**config.mk**
```make
export PLATFORM = sky130hd
export DESIGN_NAME = indexed_list_insert_delete_search
export DESIGN_NICKNAME = d
export VERILOG_FILES = /design/src/ilist_pkg.sv /design/src/indexed_list_insert_delete_search.sv
export SDC_FILE = /design/constraint.sdc
export NUM_CORES = 2
export LEC_CHECK = 0
export ABC_AREA = 1
export BUFFER_PORTS_ARGS = -buffer_cell sky130_fd_sc_hd__buf_4
export CAP_MARGIN = 20
export CORE_MARGIN = 10
export CORE_UTILIZATION = 45
export CTS_CLUSTER_SIZE = 12
export DETAILED_ROUTE_END_ITERATION = 7
export PLACE_DENSITY = 0.62
export RECOVER_POWER = 100
export SLEW_MARGIN = 20
export SYNTH_ARGS = -nofsm -noshare
export SYNTH_HDL_FRONTEND = slang
export SYNTH_SLANG_ARGS = --single-unit
```
**constraint.sdc**
```tcl
create_clock -name clock -period 7.1 [get_ports clock]
set_input_delay 0.355 -clock clock [delete_from_list [all_inputs] [get_ports clock]]
set_output_delay 0.355 -clock clock [all_outputs]
set_load 0.05 [all_outputs]
```
**src/ilist_pkg.sv**
```systemverilog
// ----------------------------------------------------------------------------
// ilist_pkg
// Types, operation and status codes and the sequencer states of the ordered
// list block.
// ----------------------------------------------------------------------------
package ilist_pkg;

   localparam int ILIST_DEPTH = 64;

   // Operation codes carried in the kind field
   localparam logic [1:0] KIND_INSERT = 2'd0;
   localparam logic [1:0] KIND_DELETE = 2'd1;
   localparam logic [1:0] KIND_SEARCH = 2'd2;

   // Result status codes
   localparam logic [1:0] ST_OK        = 2'd0;
   localparam logic [1:0] ST_BAD_INDEX = 2'd1;
   localparam logic [1:0] ST_FULL      = 2'd2;
   localparam logic [1:0] ST_NOT_FOUND = 2'd3;

   typedef struct packed {
      logic [1:0]         kind;
      logic [6:0]         position;
      logic signed [31:0] value;
   } req_type;

   typedef struct packed {
      logic [1:0] status;
      logic [5:0] found_position;
      logic [6:0] count_after;
   } rsp_type;

   typedef enum logic [2:0] {
      S_IDLE,
      S_DECODE,
      S_SHIFT,
      S_DRAIN,
      S_WRITE,
      S_SCAN,
      S_SCAN_DRAIN,
      S_FINISH
   } state_type;

endpackage

```
**src/indexed_list_insert_delete_search.sv**
```systemverilog
// ----------------------------------------------------------------------------
// indexed_list_insert_delete_search
// Ordered list of up to DEPTH signed 32-bit values held in one synchronous
// memory, with insert, delete and search by a memory sequencer.
// ----------------------------------------------------------------------------
// One item is worked on at a time, with one list store read per cycle. An
// insert at position p moves each entry from the last down to p one place up,
// then writes the new value at p (an append only writes); a delete moves each
// entry above p one place down (removing the last entry only lowers the
// count); a search reads from position 0 upward and stops after the first
// match; a rejected item goes straight to its result. A new item is taken
// once the previous one has placed its result in the output register, so the
// result may wait for rsp_ready while the next item runs.
// The list store has no reset; only data read from positions below the count is used.
// ----------------------------------------------------------------------------
module indexed_list_insert_delete_search #(
   parameter int DEPTH = ilist_pkg::ILIST_DEPTH
) (
   input  logic              clock,
   input  logic              reset,
   input  logic              req_valid,
   output logic              req_ready,
   input  ilist_pkg::req_type req_data,
   output logic              rsp_valid,
   input  logic              rsp_ready,
   output ilist_pkg::rsp_type rsp_data
);
   import ilist_pkg::*;

   localparam int AW   = (DEPTH > 1) ? $clog2(DEPTH) : 1;
   localparam int CW   = $clog2(DEPTH + 1);
   localparam int CMPW = (CW > 7) ? CW : 7;

   // List store: one read and one write port, registered read data
   logic signed [31:0] mem [DEPTH];
   logic signed [31:0] rd_data_ff;
   logic [AW-1:0]      rd_addr;
   logic               wr_en;
   logic [AW-1:0]      wr_addr;
   logic signed [31:0] wr_data;

   state_type     state_ff, state_in;
   req_type       req_ff, req_in;
   logic [CW-1:0] count_ff, count_in;
   logic [AW-1:0] ptr_ff, ptr_in;        // next address to read
   logic [AW-1:0] last_ff, last_in;      // final address of the walk
   logic          up_ff, up_in;          // shift direction: toward the top
   logic          pend_ff, pend_in;      // read data arrives this cycle
   logic [AW-1:0] qaddr_ff, qaddr_in;    // address of that read data
   logic [1:0]    status_ff, status_in;
   logic [AW-1:0] found_ff, found_in;
   rsp_type       rsp_ff, rsp_in;
   logic          rsp_valid_ff, rsp_valid_in;

   // Decode of the held item against the current count
   logic [CMPW-1:0] pos_x, cnt_x, depth_x, pos_p1, cnt_m1, found_x;
   logic            ins_bad, is_full, ins_tail, del_bad, del_tail, is_empty;
   logic            match, slot_free;

   always_comb begin
      pos_x    = CMPW'(req_ff.position);
      cnt_x    = CMPW'(count_ff);
      depth_x  = CMPW'(DEPTH);
      pos_p1   = pos_x + CMPW'(1);
      cnt_m1   = cnt_x - CMPW'(1);
      found_x  = CMPW'(found_ff);
      ins_bad  = pos_x > cnt_x;
      is_full  = cnt_x == depth_x;
      ins_tail = pos_x == cnt_x;
      del_bad  = pos_x >= cnt_x;
      del_tail = pos_p1 == cnt_x;
      is_empty = cnt_x == '0;
      match    = pend_ff && (rd_data_ff == req_ff.value);
      slot_free = !rsp_valid_ff || rsp_ready;
   end

   // Next state
   always_comb begin
      state_in = state_ff;
      case (state_ff)
         S_IDLE: begin
            if (req_valid) state_in = S_DECODE;
         end
         S_DECODE: begin
            case (req_ff.kind)
               KIND_INSERT: begin
                  if (ins_bad || is_full) state_in = S_FINISH;
                  else if (ins_tail)      state_in = S_WRITE;
                  else                    state_in = S_SHIFT;
               end
               KIND_DELETE: begin
                  if (del_bad || del_tail) state_in = S_FINISH;
                  else                     state_in = S_SHIFT;
               end
               KIND_SEARCH: begin
                  if (is_empty) state_in = S_FINISH;
                  else          state_in = S_SCAN;
               end
               default: state_in = S_FINISH;
            endcase
         end
         S_SHIFT: begin
            if (ptr_ff == last_ff) state_in = S_DRAIN;
         end
         S_DRAIN: begin
            state_in = up_ff ? S_WRITE : S_FINISH;
         end
         S_WRITE: state_in = S_FINISH;
         S_SCAN: begin
            if (match)                  state_in = S_FINISH;
            else if (ptr_ff == last_ff) state_in = S_SCAN_DRAIN;
         end
         S_SCAN_DRAIN: state_in = S_FINISH;
         S_FINISH: begin
            if (slot_free) state_in = S_IDLE;
         end
         default: state_in = S_IDLE;
      endcase
   end

   // Outputs: handshake and memory port controls
   always_comb begin
      req_ready = state_ff == S_IDLE;
      rd_addr   = ptr_ff;
      wr_en     = 1'b0;
      wr_addr   = up_ff ? (qaddr_ff + AW'(1)) : (qaddr_ff - AW'(1));
      wr_data   = rd_data_ff;
      case (state_ff)
         // Move the word read last cycle one place; the read in flight is
         // two places away, so the two ports never touch the same entry.
         S_SHIFT, S_DRAIN: wr_en = pend_ff;
         S_WRITE: begin
            wr_en   = 1'b1;
            wr_addr = pos_x[AW-1:0];
            wr_data = req_ff.value;
         end
         default: wr_en = 1'b0;
      endcase
   end

   // Datapath next values
   always_comb begin
      req_in       = req_ff;
      count_in     = count_ff;
      ptr_in       = ptr_ff;
      last_in      = last_ff;
      up_in        = up_ff;
      pend_in      = 1'b0;
      qaddr_in     = ptr_ff;
      status_in    = status_ff;
      found_in     = found_ff;
      rsp_in       = rsp_ff;
      rsp_valid_in = rsp_valid_ff && !rsp_ready;
      case (state_ff)
         S_IDLE: begin
            if (req_valid) req_in = req_data;
         end
         S_DECODE: begin
            status_in = ST_OK;
            found_in  = '0;
            case (req_ff.kind)
               KIND_INSERT: begin
                  up_in   = 1'b1;
                  ptr_in  = cnt_m1[AW-1:0];
                  last_in = pos_x[AW-1:0];
                  if (ins_bad)      status_in = ST_BAD_INDEX;
                  else if (is_full) status_in = ST_FULL;
               end
               KIND_DELETE: begin
                  up_in   = 1'b0;
                  ptr_in  = pos_p1[AW-1:0];
                  last_in = cnt_m1[AW-1:0];
                  if (del_bad) status_in = ST_BAD_INDEX;
                  else         count_in  = count_ff - CW'(1);
               end
               KIND_SEARCH: begin
                  ptr_in  = '0;
                  last_in = cnt_m1[AW-1:0];
                  if (is_empty) status_in = ST_NOT_FOUND;
               end
               default: status_in = ST_BAD_INDEX;
            endcase
         end
         S_SHIFT: begin
            // Issue a read and step toward the end of the walk
            pend_in = 1'b1;
            if (ptr_ff != last_ff) ptr_in = up_ff ? (ptr_ff - AW'(1)) : (ptr_ff + AW'(1));
         end
         S_WRITE: count_in = count_ff + CW'(1);
         S_SCAN: begin
            pend_in = 1'b1;
            if (match)                  found_in = qaddr_ff;
            else if (ptr_ff != last_ff) ptr_in   = ptr_ff + AW'(1);
         end
         S_SCAN_DRAIN: begin
            if (match) found_in  = qaddr_ff;
            else       status_in = ST_NOT_FOUND;
         end
         S_FINISH: begin
            if (slot_free) begin
               rsp_in.status         = status_ff;
               rsp_in.found_position = found_x[5:0];
               rsp_in.count_after    = cnt_x[6:0];
               rsp_valid_in          = 1'b1;
            end
         end
         default: pend_in = 1'b0;
      endcase
   end

   // List store
   always_ff @(posedge clock) begin
      if (wr_en) mem[wr_addr] <= wr_data;
      rd_data_ff <= mem[rd_addr];
   end

   always_ff @(posedge clock) begin
      if (reset) begin
         state_ff     <= S_IDLE;
         count_ff     <= '0;
         pend_ff      <= 1'b0;
         rsp_valid_ff <= 1'b0;
      end else begin
         state_ff     <= state_in;
         count_ff     <= count_in;
         pend_ff      <= pend_in;
         rsp_valid_ff <= rsp_valid_in;
      end
   end

   always_ff @(posedge clock) begin
      req_ff    <= req_in;
      ptr_ff    <= ptr_in;
      last_ff   <= last_in;
      up_ff     <= up_in;
      qaddr_ff  <= qaddr_in;
      status_ff <= status_in;
      found_ff  <= found_in;
      rsp_ff    <= rsp_in;
   end

   assign rsp_valid = rsp_valid_ff;
   assign rsp_data  = rsp_ff;

endmodule

```
==> impl_metrics.json <==
{
  "grt_pass1_wl_mm": 367,
  "first_pass_iters": 7,
  "fin_setup_tns_ns": 0,
  "ys_ff_latch": 2175,
  "start_util": 0.452,
  "yosysTopAreaCellShare": 0.742,
  "cp_data_required_time_ns": 7.87,
  "totalWireLength_mm": 256,
  "synth.largest_area_cell": "edfxtp_1",
  "clk_latency_ns": 0.86,
  "cts_inserted_buffers": 215,
  "maxCapViolCount": 69,
  "worst_slew_pin_slew_ns": 4.46,
  "cts_tree": "done",
  "core_area_sq_um": 190000,
  "dp.cells": 8658,
  "synthDistinctLibCells": 36,
  "route.detailed.drc": 0,
  "fin_nets": 6495,
  "ir_worst_vdd_mv": 0.441,
  "yosysWarningCount": 0,
  "synthTopCellsByCount": "edfxtp_1 (2,125), nor2_1 (1,172), o21ai_0 (1,081)",
  "cts_sinks": 2175,
  "die_w_microns": 457,
  "rsz0062_at_grt": "false",
  "multi_input_area_sq_um": 19100,
  "grt_overflow_total": 0,
  "grt.total_usage": 0.236,
  "end_kind": "flip-flop",
  "synth_area_sq_um": 86000,
  "wl_per_cell_microns": 28.2,
  "ioPinCount": 62,
  "placementRows": 160,
  "cp_max_fo": 196,
  "grt_pass1_vias": 51485,
  "arrival_ns": 6.71,
  "via_count": 55814,
  "grt_start_max_net_pins": 205,
  "synth.most_common_cell": "edfxtp_1",
  "viasPerCell": 6.14,
  "ant_nets": 0,
  "syn-mean-instance-area_sq_um": 13.4,
  "slew_violations": 2525,
  "ys_seq_area_frac": 0.753,
  "async_flop_share": 0,
  "skew_ns": 0.0872,
  "syn_inst": 6422,
  "portBuffers": 61,
  "clockRootBuffer": "clkbuf_16",
  "syn_nets": 6488,
  "relSlewSlack": -2.01,
  "p_leak_nw": 30.4,
  "power.density_nw_per_um2": 476,
  "drt-initial-drc-count": 7479,
  "hpwl_mm": 142,
  "violations": "max-capacitance violations, max-slew violations",
  "fmax_ghz": 0.168,
  "startpoint_type": "flip-flop",
  "cts_resized": 0,
  "areaGrowthSynthToFinish_pct": 11.7,
  "clockBufferDepth": 3,
  "drive_gt1_frac": 0.0694,
  "fin_crit_sh": 0.837,
  "die-area_sq_um": 209000,
  "ys.flop_type": "edfxtp_1",
  "cts_htree_levels": 4,
  "die_height_microns": 457,
  "final_cells": 9087,
  "antenna_found_initial": 8,
  "synth_edf_count": 2125,
  "hold_path_depth": 8,
  "path_class": "reg2reg",
  "seq_area_sq_um": 64800,
  "r2r_cells": 8,
  "final-setup-viol-count": 0,
  "hold_viol_final": 0,
  "routabilityCongestion": 0.904,
  "worst_setup_hold_path_clk_slew_ns": 0.06,
  "hold_path.class": "in2reg",
  "fill_cells": 16021,
  "status": "finished with violations",
  "synth.area.top_cells": "edfxtp_1 (74%), o21ai_0 (6.3%), o221ai_1 (5.2%), nor2_1 (5.1%), nand3_1 (2.9%)",
  "fin_crit_ns": 5.94
}
==> routing by layer <==
metal | global-route usage | wire (microns)
met5 | 0 | 13
met4 | 0.0828 | 9800
met3 | 0.0462 | 27300
met2 | 0.350 | 114000
met1 | 0.345 | 105000
==> critical path: stages, from the launching register on <==
cell      delay [ns]
edfxtp_1        0.57
clkbuf_2        2.64
buf_12          0.64
o21ai_0         0.20
o221ai_1        0.37
nand3_1         0.24
nand3_1         0.28
nand3_1         0.35
nand2_1         0.24
==> final cells by class <==
class,instances,area share
Clock buffer,297,0.0605
Antenna cell,7,0.000182
Inverter,129,0.00539
Clock inverter,60,0.00604
Multi-Input combinational cell,3658,0.198
Timing Repair Buffer,250,0.0224
Tap cell,2511,0.0327
Sequential cell,2175,0.674
==> power by group <==
part	internal [W]	total (W)	switching [W]
registers	0.0176	0.0180	0.000411
clock network	0.00583	0.0106	0.00474
logic	0.00347	0.0172	0.0137
==> path summary, 6_finish.rpt <==
kind	startpoint	endpoint	slack (ns)
worst max-delay path	ptr_ff[0]$_DFFE_PP_	rd_data_ff[11]$_DFF_P_	1.16
worst min-delay path	req_valid	state_ff[1]$_SDFFE_PP0P_	0.1
worst max register to register	ptr_ff[0]$_DFFE_PP_	rd_data_ff[11]$_DFF_P_	1.16
worst min register to register	status_ff[0]$_SDFFCE_PN1P_	rsp_data[13]$_DFFE_PP_	0.42
==> what timing repair did <==
| action | in CTS | in global routing |
|---|---|---|
| setup buffers | 0 | 0 |
| hold buffers | 43 | 0 |
| endpoints found under the hold margin | 52 | 0 |
| setup endpoints to repair | 0 | 0 |
==> cell usage in the layout (no fill, tap or decap), types with 18 or more instances in the layout <==
master         instances
edfxtp_1            2125
nor2_1              1142
o21ai_0             1068
o221ai_1             514
nand3_1              490
nand2_1              281
clkbuf_16            217
clkbuf_1             140
inv_1                124
buf_4                 69
dfxtp_1               50
dlygate4sd3_1         43
clkbuf_4              38
clkinv_1              24
a21oi_1               22
ha_1                  20
nor2_4                18
clkinv_2              18
==> registers in the layout (all words and copies together), names as in the netlist <==
register / count
rsp_valid: 1
req_ff: 34
state_ff: 3
status_ff: 2
qaddr_ff: 6
found_ff: 6
ptr_ff: 6
rsp_data: 15
cnt_x: 7
rd_data_ff: 32
up_ff: 1
mem: 2048
pos_x: 7
last_ff: 6
pend_ff: 1
==> metrics by stage <==
step	area [sq um]	hold slack (ns)	util	total power (W)	setup WS (ns)
6_report	96100	0.0964	0.505	0.0457	1.16
5_1_grt	96100	0.103	0.505	0.0474	1.01
4_1_cts	96500	0.0576	0.508	0.0455	1.99
3_5_place_dp	89700	0.406	0.472	0.0351	2.01
3_3_place_gp	89600	0.408	0.471	0.0347	2.05
2_1_floorplan	86000	0.343	-	0.0274	2.78
==> logic make-up (layout without fill, tap and decap cells) <==
group / count (synthesis) / after routing / synth area share
buf+inv: 589 / 736 / 0.0286
fa+ha+maj: 21 / 21 / 0.00314
other cells: 0 / 7 / 0
xor+xnor: 24 / 24 / 0.00244
simple gates: 1971 / 1971 / 0.0940
compound gates: 1642 / 1642 / 0.118
flops: 2175 / 2175 / 0.753
(Power assumes the default switching activity.)
